## config.mk

```make
export PLATFORM = sky130hd
export DESIGN_NAME = address_range_table_top
export DESIGN_NICKNAME = d
export VERILOG_FILES = /design/src/hw/rtl/art_pkg.sv /design/src/hw/rtl/art_ram.sv /design/src/hw/rtl/art_match.sv /design/src/hw/rtl/art_seq.sv /design/src/hw/rtl/address_range_table_top.sv
export SDC_FILE = /design/constraint.sdc
export NUM_CORES = 2
export LEC_CHECK = 0
export BUFFER_PORTS_ARGS = -buffer_cell sky130_fd_sc_hd__buf_2
export CORE_MARGIN = 1
export CORE_UTILIZATION = 65
export CTS_BUF_LIST = sky130_fd_sc_hd__clkbuf_4 sky130_fd_sc_hd__clkbuf_8
export DETAILED_ROUTE_END_ITERATION = 10
export PLACE_DENSITY = 0.83
export SYNTH_ARGS = -nofsm -noshare
export SYNTH_HDL_FRONTEND = slang
export SYNTH_SLANG_ARGS = --single-unit
```

## constraint.sdc

```tcl
create_clock -name i_clk -period 17.28 [get_ports i_clk]
set_input_delay 1.728 -clock i_clk [delete_from_list [all_inputs] [get_ports i_clk]]
set_output_delay 1.728 -clock i_clk [all_outputs]
set_load 0.05 [all_outputs]
```

## src/hw/rtl/art_pkg.sv

```systemverilog
// Shared types and constants for the address range table.
// Used by art_match, art_seq, the top module and the testbench; depends on nothing.
`default_nettype none

package art_pkg;

    localparam int DEPTH_DEFAULT = 16;

    // Operation codes of the func input field.
    typedef enum logic [1:0] {
        FUNC_REGISTER   = 2'd0,
        FUNC_UNREGISTER = 2'd1,
        FUNC_LOOKUP     = 2'd2
    } t_func;

    // One stored range, as it sits in one RAM word.
    typedef struct packed {
        logic [31:0] base;
        logic [31:0] len;
        logic [31:0] tag;
    } t_entry;

    localparam int ENTRY_W = $bits(t_entry);

    // One result word.
    typedef struct packed {
        logic        hit;
        logic [31:0] base;
        logic [31:0] size;
        logic [31:0] tag;
        logic [31:0] offset;
    } t_result;

    typedef enum logic [2:0] {
        S_IDLE,
        S_INS,
        S_PUT,
        S_SRCH,
        S_DEL,
        S_DONE
    } t_state;

endpackage

`default_nettype wire

```

## src/hw/rtl/art_ram.sv

```systemverilog
// Generic single-port-write, single-port-read RAM with a registered read.
// Stand-alone; no package needed.
`default_nettype none

module art_ram #(
    parameter int WIDTH = 32,
    parameter int DEPTH = 16
) (
    input  wire logic                     i_clk,
    input  wire logic                     i_wr_en,
    input  wire logic [$clog2(DEPTH)-1:0] i_wr_addr,
    input  wire logic [WIDTH-1:0]         i_wr_data,
    input  wire logic [$clog2(DEPTH)-1:0] i_rd_addr,
    output logic      [WIDTH-1:0]         o_rd_data
);

    logic [WIDTH-1:0] r_mem [DEPTH];

    always_ff @(posedge i_clk) begin
        if (i_wr_en) begin
            r_mem[i_wr_addr] <= i_wr_data;
        end
        o_rd_data <= r_mem[i_rd_addr];
    end

endmodule

`default_nettype wire

```

## src/hw/rtl/art_match.sv

```systemverilog
// Containment check of one address against one stored range.
// Depends on art_pkg for the entry type.
`default_nettype none

module art_match
    import art_pkg::*;
(
    input  wire t_entry      i_entry,
    input  wire logic [31:0] i_address,
    output logic             o_hit
);

    logic [32:0] range_end;

    // The end is formed in 33 bits so that a range reaching the top of the
    // address space does not wrap around.
    assign range_end = {1'b0, i_entry.base} + {1'b0, i_entry.len};
    assign o_hit = (i_entry.base <= i_address) && (range_end > {1'b0, i_address});

endmodule

`default_nettype wire

```

## src/hw/rtl/art_seq.sv

```systemverilog
// Sequencer of the address range table: walks the range RAM one entry per
// cycle to search, shift-insert and shift-delete. Depends on art_pkg, art_match.
`default_nettype none

module art_seq
    import art_pkg::*;
#(
    parameter int TABLE_DEPTH = DEPTH_DEFAULT,
    localparam int IDX_W = $clog2(TABLE_DEPTH),
    localparam int CNT_W = $clog2(TABLE_DEPTH + 1)
) (
    input  wire logic              i_clk,
    input  wire logic              i_rst_n,
    input  wire logic              i_in_valid,
    output logic                   o_in_ready,
    input  wire logic [1:0]        i_func,
    input  wire logic [31:0]       i_address,
    input  wire logic [31:0]       i_range_size,
    input  wire logic [31:0]       i_user_tag,
    output logic                   o_res_valid,
    input  wire logic              i_res_ready,
    output t_result                o_res,
    output logic      [CNT_W-1:0]  o_used,
    output logic      [IDX_W-1:0]  o_rd_addr,
    input  wire t_entry            i_rd_data,
    output logic                   o_wr_en,
    output logic      [IDX_W-1:0]  o_wr_addr,
    output t_entry                 o_wr_data
);

    t_state            r_state, n_state;
    logic [IDX_W-1:0]  r_idx, n_idx;
    logic [CNT_W-1:0]  r_used, n_used;
    logic [1:0]        r_func, n_func;
    logic [31:0]       r_addr, n_addr;
    logic [31:0]       r_size, n_size;
    logic [31:0]       r_tag, n_tag;
    t_result           r_res, n_res;

    t_entry            new_entry;
    logic              rd_hit;
    logic [CNT_W-1:0]  idx_next_cnt;
    logic              at_last;

    art_match u_match (
        .i_entry   (i_rd_data),
        .i_address (r_addr),
        .o_hit     (rd_hit)
    );

    assign new_entry    = '{base: r_addr, len: r_size, tag: r_tag};
    assign idx_next_cnt = CNT_W'(r_idx) + CNT_W'(1);
    assign at_last      = (idx_next_cnt == r_used);

    always_comb begin
        n_state   = r_state;
        n_idx     = r_idx;
        n_used    = r_used;
        n_func    = r_func;
        n_addr    = r_addr;
        n_size    = r_size;
        n_tag     = r_tag;
        n_res     = r_res;
        o_wr_en   = 1'b0;
        o_wr_addr = r_idx;
        o_wr_data = i_rd_data;

        unique case (r_state)
            S_IDLE: begin
                if (i_in_valid) begin
                    n_func = i_func;
                    n_addr = i_address;
                    n_size = i_range_size;
                    n_tag  = i_user_tag;
                    n_res  = '0;
                    unique case (i_func) inside
                        FUNC_REGISTER: begin
                            if (r_used == CNT_W'(TABLE_DEPTH)) begin
                                n_state = S_DONE;
                            end else if (r_used == '0) begin
                                n_idx   = '0;
                                n_state = S_PUT;
                            end else begin
                                n_idx   = IDX_W'(r_used - CNT_W'(1));
                                n_state = S_INS;
                            end
                        end
                        FUNC_UNREGISTER, FUNC_LOOKUP: begin
                            if (r_used == '0) begin
                                n_state = S_DONE;
                            end else begin
                                n_idx   = '0;
                                n_state = S_SRCH;
                            end
                        end
                        default: begin
                            n_state = S_DONE;
                        end
                    endcase
                end
            end
            S_INS: begin
                // Walk down from the top, moving larger bases up by one slot.
                o_wr_en   = 1'b1;
                o_wr_addr = r_idx + IDX_W'(1);
                if (i_rd_data.base > r_addr) begin
                    o_wr_data = i_rd_data;
                    if (r_idx == '0) begin
                        n_state = S_PUT;
                    end else begin
                        n_idx = r_idx - IDX_W'(1);
                    end
                end else begin
                    o_wr_data = new_entry;
                    n_res.hit = 1'b1;
                    n_used    = r_used + CNT_W'(1);
                    n_state   = S_DONE;
                end
            end
            S_PUT: begin
                o_wr_en   = 1'b1;
                o_wr_addr = r_idx;
                o_wr_data = new_entry;
                n_res.hit = 1'b1;
                n_used    = r_used + CNT_W'(1);
                n_state   = S_DONE;
            end
            S_SRCH: begin
                if (rd_hit) begin
                    n_res.hit  = 1'b1;
                    n_res.base = i_rd_data.base;
                    n_res.size = i_rd_data.len;
                    n_res.tag  = i_rd_data.tag;
                    if (r_func == FUNC_LOOKUP) begin
                        n_res.offset = r_addr - i_rd_data.base;
                        n_state      = S_DONE;
                    end else if (at_last) begin
                        n_used  = r_used - CNT_W'(1);
                        n_state = S_DONE;
                    end else begin
                        n_idx   = r_idx + IDX_W'(1);
                        n_state = S_DEL;
                    end
                end else if (at_last) begin
                    n_state = S_DONE;
                end else begin
                    n_idx = r_idx + IDX_W'(1);
                end
            end
            S_DEL: begin
                // Close the gap: each later entry moves down by one slot.
                o_wr_en   = 1'b1;
                o_wr_addr = r_idx - IDX_W'(1);
                o_wr_data = i_rd_data;
                if (at_last) begin
                    n_used  = r_used - CNT_W'(1);
                    n_state = S_DONE;
                end else begin
                    n_idx = r_idx + IDX_W'(1);
                end
            end
            S_DONE: begin
                if (i_res_ready) begin
                    n_state = S_IDLE;
                end
            end
            default: begin
                n_state = S_IDLE;
            end
        endcase
    end

    always_ff @(posedge i_clk) begin
        if (!i_rst_n) begin
            r_state <= S_IDLE;
            r_used  <= '0;
        end else begin
            r_state <= n_state;
            r_used  <= n_used;
        end
    end

    always_ff @(posedge i_clk) begin
        r_idx  <= n_idx;
        r_func <= n_func;
        r_addr <= n_addr;
        r_size <= n_size;
        r_tag  <= n_tag;
        r_res  <= n_res;
    end

    assign o_in_ready  = (r_state == S_IDLE);
    assign o_res_valid = (r_state == S_DONE);
    assign o_res       = r_res;
    assign o_used      = r_used;
    assign o_rd_addr   = n_idx;

endmodule

`default_nettype wire

```

## src/hw/rtl/address_range_table_top.sv

```systemverilog
// Address range table: a sorted table of up to TABLE_DEPTH ranges (base, size,
// tag) held in one RAM word per range. Register inserts a range after all
// entries of equal base and is refused with hit 0 when the table is full;
// unregister removes the first range, in ascending base order, that contains
// the address; lookup reports the first containing range and the offset of
// the address within it. Containment uses a 33-bit end, so no range wraps.
// One word is worked at a time, and the cost is set by the single RAM read
// port, which the sequencer walks one entry per cycle. A register walks down
// from the top past the entries of larger base (none when the table is empty
// or full); a lookup that hits walks up to the hit, and an unregister or a
// lookup that misses walks every stored entry. The result sits in an output
// register, so a new word is taken while the last result still waits on the
// output side. The RAM needs no clearing pass: only entries below the fill
// count are ever read.
// Depends on art_pkg, art_ram, art_match and art_seq.
`default_nettype none

module address_range_table_top
    import art_pkg::*;
#(
    parameter int TABLE_DEPTH = DEPTH_DEFAULT
) (
    input  wire logic        i_clk,
    input  wire logic        i_rst_n,
    input  wire logic        i_in_valid,
    output logic             o_in_ready,
    input  wire logic [1:0]  i_func,
    input  wire logic [31:0] i_address,
    input  wire logic [31:0] i_range_size,
    input  wire logic [31:0] i_user_tag,
    output logic             o_out_valid,
    input  wire logic        i_out_ready,
    output logic             o_hit,
    output logic [31:0]      o_region_base,
    output logic [31:0]      o_region_size,
    output logic [31:0]      o_region_tag,
    output logic [31:0]      o_offset
);

    localparam int IDX_W = $clog2(TABLE_DEPTH);
    localparam int CNT_W = $clog2(TABLE_DEPTH + 1);

    // Sequencer to RAM and to output stage.
    logic             res_valid;
    logic             res_ready;
    t_result          res;
    logic [CNT_W-1:0] used;
    logic [IDX_W-1:0] rd_addr;
    t_entry           rd_data;
    logic             wr_en;
    logic [IDX_W-1:0] wr_addr;
    t_entry           wr_data;

    // Output register.
    logic             r_out_valid;
    t_result          r_out;

    art_ram #(
        .WIDTH (ENTRY_W),
        .DEPTH (TABLE_DEPTH)
    ) u_ram (
        .i_clk     (i_clk),
        .i_wr_en   (wr_en),
        .i_wr_addr (wr_addr),
        .i_wr_data (wr_data),
        .i_rd_addr (rd_addr),
        .o_rd_data (rd_data)
    );

    art_seq #(
        .TABLE_DEPTH (TABLE_DEPTH)
    ) u_seq (
        .i_clk        (i_clk),
        .i_rst_n      (i_rst_n),
        .i_in_valid   (i_in_valid),
        .o_in_ready   (o_in_ready),
        .i_func       (i_func),
        .i_address    (i_address),
        .i_range_size (i_range_size),
        .i_user_tag   (i_user_tag),
        .o_res_valid  (res_valid),
        .i_res_ready  (res_ready),
        .o_res        (res),
        .o_used       (used),
        .o_rd_addr    (rd_addr),
        .i_rd_data    (rd_data),
        .o_wr_en      (wr_en),
        .o_wr_addr    (wr_addr),
        .o_wr_data    (wr_data)
    );

    // The output register takes a new result when empty or being drained.
    assign res_ready = !r_out_valid || i_out_ready;

    always_ff @(posedge i_clk) begin
        if (!i_rst_n) begin
            r_out_valid <= 1'b0;
        end else if (res_valid && res_ready) begin
            r_out_valid <= 1'b1;
        end else if (i_out_ready) begin
            r_out_valid <= 1'b0;
        end
    end

    always_ff @(posedge i_clk) begin
        if (res_valid && res_ready) begin
            r_out <= res;
        end
    end

    assign o_out_valid   = r_out_valid;
    assign o_hit         = r_out.hit;
    assign o_region_base = r_out.base;
    assign o_region_size = r_out.size;
    assign o_region_tag  = r_out.tag;
    assign o_offset      = r_out.offset;

    // Only one word is in flight: after a word is taken the input closes.
    a_one_in_flight: assert property (@(posedge i_clk) disable iff (!i_rst_n)
        (i_in_valid && o_in_ready) |=> !o_in_ready)
        else $error("input accepted while a word is still in progress");

    // The fill count never exceeds the table depth.
    a_used_bound: assert property (@(posedge i_clk) disable iff (!i_rst_n)
        used <= CNT_W'(TABLE_DEPTH))
        else $error("fill count beyond table depth");

    // A handed-off result always reaches the output register.
    a_result_lands: assert property (@(posedge i_clk) disable iff (!i_rst_n)
        (res_valid && res_ready) |=> (o_out_valid && (r_out == $past(res))))
        else $error("result lost between sequencer and output register");

    // A miss carries all-zero fields.
    a_miss_zero: assert property (@(posedge i_clk) disable iff (!i_rst_n)
        (o_out_valid && !o_hit) |-> (o_region_base == '0 && o_region_size == '0
            && o_region_tag == '0 && o_offset == '0))
        else $error("miss result with nonzero fields");

endmodule

`default_nettype wire

```

After elaboration in Yosys (flattened, before gate mapping)
Memory sizes are Yosys's and may differ from the RTL's. A register that Yosys moved wholly into a read port is not among the register bits. Index checks and enable logic that the tools add are counted.

Bits in registers: 369. Bits in latches: 0. Bits in writable memories: 1536. Memory bits (read-only): 0. Bits of input ports: 102. Word-level logic and storage cells: 109. Memories kept: 1.

Memory list: u_ram.r_mem (depth 16, width 96, rd ports 1, clocked after Yosys merged registers in 1, write ports 1, RTL line art_ram.sv:17) `logic [WIDTH-1:0] r_mem [DEPTH];`.

Add/sub/neg operators: 7. Multiply operators: 0. Divide/modulo/power cells: 0. Magnitude comparators: 3. Eq/ne operators: 17. Shifts and indexed selects: 0. Muxes and demuxes: 43. Bitwise logic cells: 0. Reduce and logical (&&, ||, !) cells: 20.

Operator list (count): 2-to-1 mux 129 bit (2); one-hot mux 128 bit (2 select lines) (1); one-hot mux 96 bit (2 select lines) (1); 2-to-1 mux 96 bit (1); 2-to-1 mux 4 bit (9); adder 32 x 32 -> 33 bit (1); > comparator 33 x 32 -> 1 bit (1); > comparator 32 bit (1); less-or-equal comparator 32 bit (1); 2-to-1 mux 32 bit (1); subtractor 32 bit (1); 2-to-1 mux 3 bit (9); 2-to-1 mux 5 bit (4); one-hot mux 5 bit (4 select lines) (1); one-hot mux 3 bit (6 select lines) (1); one-hot mux 4 bit (2 select lines) (2); one-hot mux 4 bit (4 select lines) (1); AND reduction 4 bit (3); nonzero test 4 bit (2); 2-to-1 mux 1 bit (7); equality test 3 x 2 -> 1 bit, second input constant (2); equality test 3 bit, second input constant (2); != test 2 x 1 -> 1 bit, second input constant (3); != test 2 bit, second input constant (3); other kinds (26) (30).

Depth between registers and ports, before layout
Depth after elaboration: 6. Gate-level depth with buffers: 30.

Modules after synthesis
Synthesis repeated with hierarchy kept, for this count alone.

Cells, all modules: 3981. Area, all modules: 78345.1 um^2.

Modules (own cells, without submodules): art_ram (instances 1, cells each 2460, area an instance 59354.4 um^2); art_seq (instances 1, cells each 975, area an instance 12000.3 um^2); address_range_table_top (instances 1, cells each 134, area an instance 3931.3 um^2); art_match (instances 1, cells each 412, area an instance 3059.2 um^2).

Least setup slack after synthesis
Ideal clock, no wire load.

Path type: register -> register. Start: reg u_ram.o_rd_data[65], read port of u_ram.r_mem. End: reg u_seq.r_res (netlist bit u_seq.o_res[100]) (enable). Setup time: 683 ps. Data arrival time: 10711 ps. Slack: 5886 ps. Cell stages (with the launch flop): 22. Path through: dfxtp_1 > ha_1 > a21o_1 > a21oi_1 > o21ai_0 > a211oi_1 > nor2_1 > a211oi_1 > o41a_1 > o21ba_2 > nor2_1 > a21oi_1 > o311ai_0 > xor2_1 > ha_1 > and3_1 > a211oi_1 > a31oi_1 > nand2_1 > a211o_1 > a31o_2 > o21ai_0.

Longest elaborated chain between the ends: 5.

RTL lines: start, declared (RTL line art_ram.sv:14) `output logic [WIDTH-1:0] o_rd_data`; adder 32 x 32 -> 33 bit (RTL line art_match.sv:17) `assign range_end = {1'b0, i_entry.base} + {1'b0, i_entry.len};`; > comparator 33 x 32 -> 1 bit (RTL line art_match.sv:18) `assign o_hit = (i_entry.base <= i_address) && (range_end > {1'b0, i_address});`; logical AND 1 bit (*) (RTL line art_match.sv:18); != test 2 x 1 -> 1 bit (no source line) (*); AND reduction 3 bit (no source line) (*); end signal, assigned (RTL line art_seq.sv:189) `r_res <= n_res;`; end, declared (RTL line art_seq.sv:38) `t_result r_res, n_res;`.

Every way passes the cells marked *; elsewhere a longest branch is shown, timed or not. A chain may end at the register's enable or synchronous reset.

Worst setup path in the final report
Start: reg u_ram.o_rd_data[32], read port of u_ram.r_mem. End: reg u_ram.o_rd_data[62], read port of u_ram.r_mem.

Longest elaborated chain between the ends: 5.

RTL lines: adder 32 x 32 -> 33 bit (RTL line art_match.sv:17); > comparator 33 x 32 -> 1 bit (RTL line art_match.sv:18); logical AND 1 bit (RTL line art_match.sv:18); 2-to-1 mux 4 bit (RTL line art_seq.sv:129) `if (rd_hit) begin`; one-hot mux 4 bit (4 select lines) (RTL line art_seq.sv:68) `unique case (r_state)`.

No other way between the ends.

==> reports/metrics.yaml <==
outcome: "complete, no violations"
route.detailed.drc: 0
synth_fp_nets: 5782
die_h_um: 358
setup_violations: 0
routed_wl_um: 220000
grt_pass1_wl_um: 319000
cp-start-kind: "flop"
antenna_found_initial: 12
cp_slowest_stage_delay_ns: 0.90
critPathBufInv: 3
globalRouteTotalUtil_pct: 34.0
synth_cell_type_count: 82
worst_clock_skew_ns: 0.0855
slew_viol_final: 0
cts_max_path_buffers: 4
dieArea_mm2: 0.128
coreArea_mm2: 0.126
cts-buffers-inserted: 319
yosys.area.top_type: "edfxtp_1"
die_x_um: 358
synthTopCellsByCount: "1892 x edfxtp_1, 632 x a21oi_1, 375 x nand2_1"
hpwl_um: 111000
area_growth_syn_to_layout_pct: 10.6
tightest_slew_ns: 1.33
slew_headroom_pct: 10.9
avgViaCountPerCell: 6.81
io_pins: 233
fin_tns_setup_ns: 0
hold_buffers: 0
clock_latency_ns: 1.03
cp_top_family: "compound AO/OA/AOI/OAI gates"
drtAntennaViolNets: 0
max_cap_violations: 0
crit_path_frequent_cell: "a211oi_1"
crit_required_ns: 18.11
avgSynthCellArea_um2: 14.8
vias: 52500
async_reset_ff_share_pct: 0
postCtsSetupRepairBufs: 0
placed_area_mm2: 0.0851
rsz0062_at_grt: "no"
synth_top_area_share_pct: 69.0
synthesis.instances: 5576
post-route-period-util_pct: 55.5
grt_start_max_net_pins: 211
ys_seq_area_share_pct: 71.6
root_buffer: "clkbuf_8"
cts.sinks: 2001
critPathMaxFanout: 200
grt_remaining_overflow: 0
ys_warn_count: 0
timing.fmax_mhz: 104
final_util_pct: 72.5
cts_tree: "yes"
criticalPathCategory: "reg -> reg"
grt_pass1_vias: 51100
synth_seq_cells: 2001
post_cts_resized: 0
stdcell_area_mm2: 0.0911
start_util_pct: 65.5
syn_area_mm2: 0.0824
rows: 130
wl_per_cell_um: 28.5
drtIter0Drc: 7791
finalWeightedCongestion: 0.907
drt-pass1-iter-count: 6
clkTransAtPathRegs_ns: 0.06
synth_most_common_cell: "edfxtp_1"
setup.worst_path.end_class: "flop"
hp-class: "reg -> reg"
final_nets: 6037
hold_viol: 0
period_needed_ns: 9.59
arrival_ns: 10.42
synth_edf_count: 1892
port_buffers: 232
drive_above_1_share_pct: 23.8
synth_area_leaders: "edfxtp_1 69%, a21oi_1 3.8%, or3b_2 3.1%"
cts_max_level: 5
critPathSlowestCell: "a21oi_4"
synth_ff_type: "edfxtp_1"
-- path summary, 6_finish.rpt --
check	slack, ns	depth (start not counted)	to	startpoint
hold / removal	0.41	0	o_offset[30]	u_seq.o_res[30]
hold reg to reg	0.41	0	o_offset[30]	u_seq.o_res[30]
setup / recovery	7.69	29	u_ram.o_rd_data[62]	u_ram.o_rd_data[32]
setup reg to reg	7.69	29	u_ram.o_rd_data[62]	u_ram.o_rd_data[32]
-- registers in the layout, indices dropped and copies added, names as in the netlist --
register         flops
u_ram.r_mem       1536
o_region_base       32
u_seq.r_addr        32
u_seq.o_used         5
u_seq.r_tag         32
u_ram.o_rd_data     96
u_seq.r_size        32
u_seq.r_state        3
o_offset            32
o_out_valid          1
o_region_size       32
u_seq.o_res        129
u_seq.r_idx          4
o_region_tag        32
u_seq.r_func         2
o_hit                1
-- placed cells by master, fill, tap and decap left out, types with 18 or more instances in the layout --
cell / n
a21o_1: 18
a22o_1: 96
dfxtp_1: 108
buf_2: 232
a21oi_2: 32
clkinv_1: 48
a211oi_1: 106
edfxtp_1: 1892
clkbuf_4: 134
xnor2_1: 46
inv_1: 98
xor2_1: 21
mux2_2: 80
clkbuf_8: 339
nand4_1: 20
nand2_1: 374
and3_1: 72
nor3b_1: 99
nor2_1: 123
o21ai_0: 366
mux2_4: 80
a211o_1: 102
buf_4: 87
a21oi_1: 632
nor2_4: 19
o211ai_1: 105
or3b_2: 288
a2111oi_2: 80
ha_1: 102
-- per-layer routing --
layer  track usage (%)  vias up  share of wire, %
met4              16.5       14               4.7
met2              51.5     3863                45
li1                  -    22100                 -
met1              46.5    25800                37
met3              8.56      706                13
met5                 0        -             0.040
-- final cells by class --
type / count / area, um2
diodes: 5 / 12.5
clock buffers: 473 / 5670
clock inverters: 74 / 405
fillers: 7376 / 34600
inverters: 101 / 394
multi-input cells: 3077 / 21500
flip-flops and latches: 2001 / 59000
well taps: 1650 / 2060
repair buffers: 331 / 2050
-- per-stage QoR --
step,cells,setup slack (ns),hold slack [ns]
after global placement,7160,8.03,0.401
after detailed placement,7160,7.74,0.405
after global routing,7710,7.07,0.411
after CTS,7707,7.79,0.402
after floorplan,5576,5.89,0.400
final,7712,7.69,0.406
-- kinds of logic (layout without fill, tap and decap cells) --
family | after synthesis | in the layout | share of synthesized area (%)
flops | 2001 | 2001 | 71.6
mux | 167 | 167 | 2.64
compound gates | 1655 | 1655 | 13.2
xor+xnor | 67 | 67 | 0.712
simple gates | 1084 | 1084 | 7.68
buf+inv | 498 | 979 | 2.53
other cells | 0 | 5 | 0
fa+ha+maj | 104 | 104 | 1.60
Power is left out: the tool's default activity adds up to more than one toggle a clock period on the data nets, which glitch-free logic cannot reach.
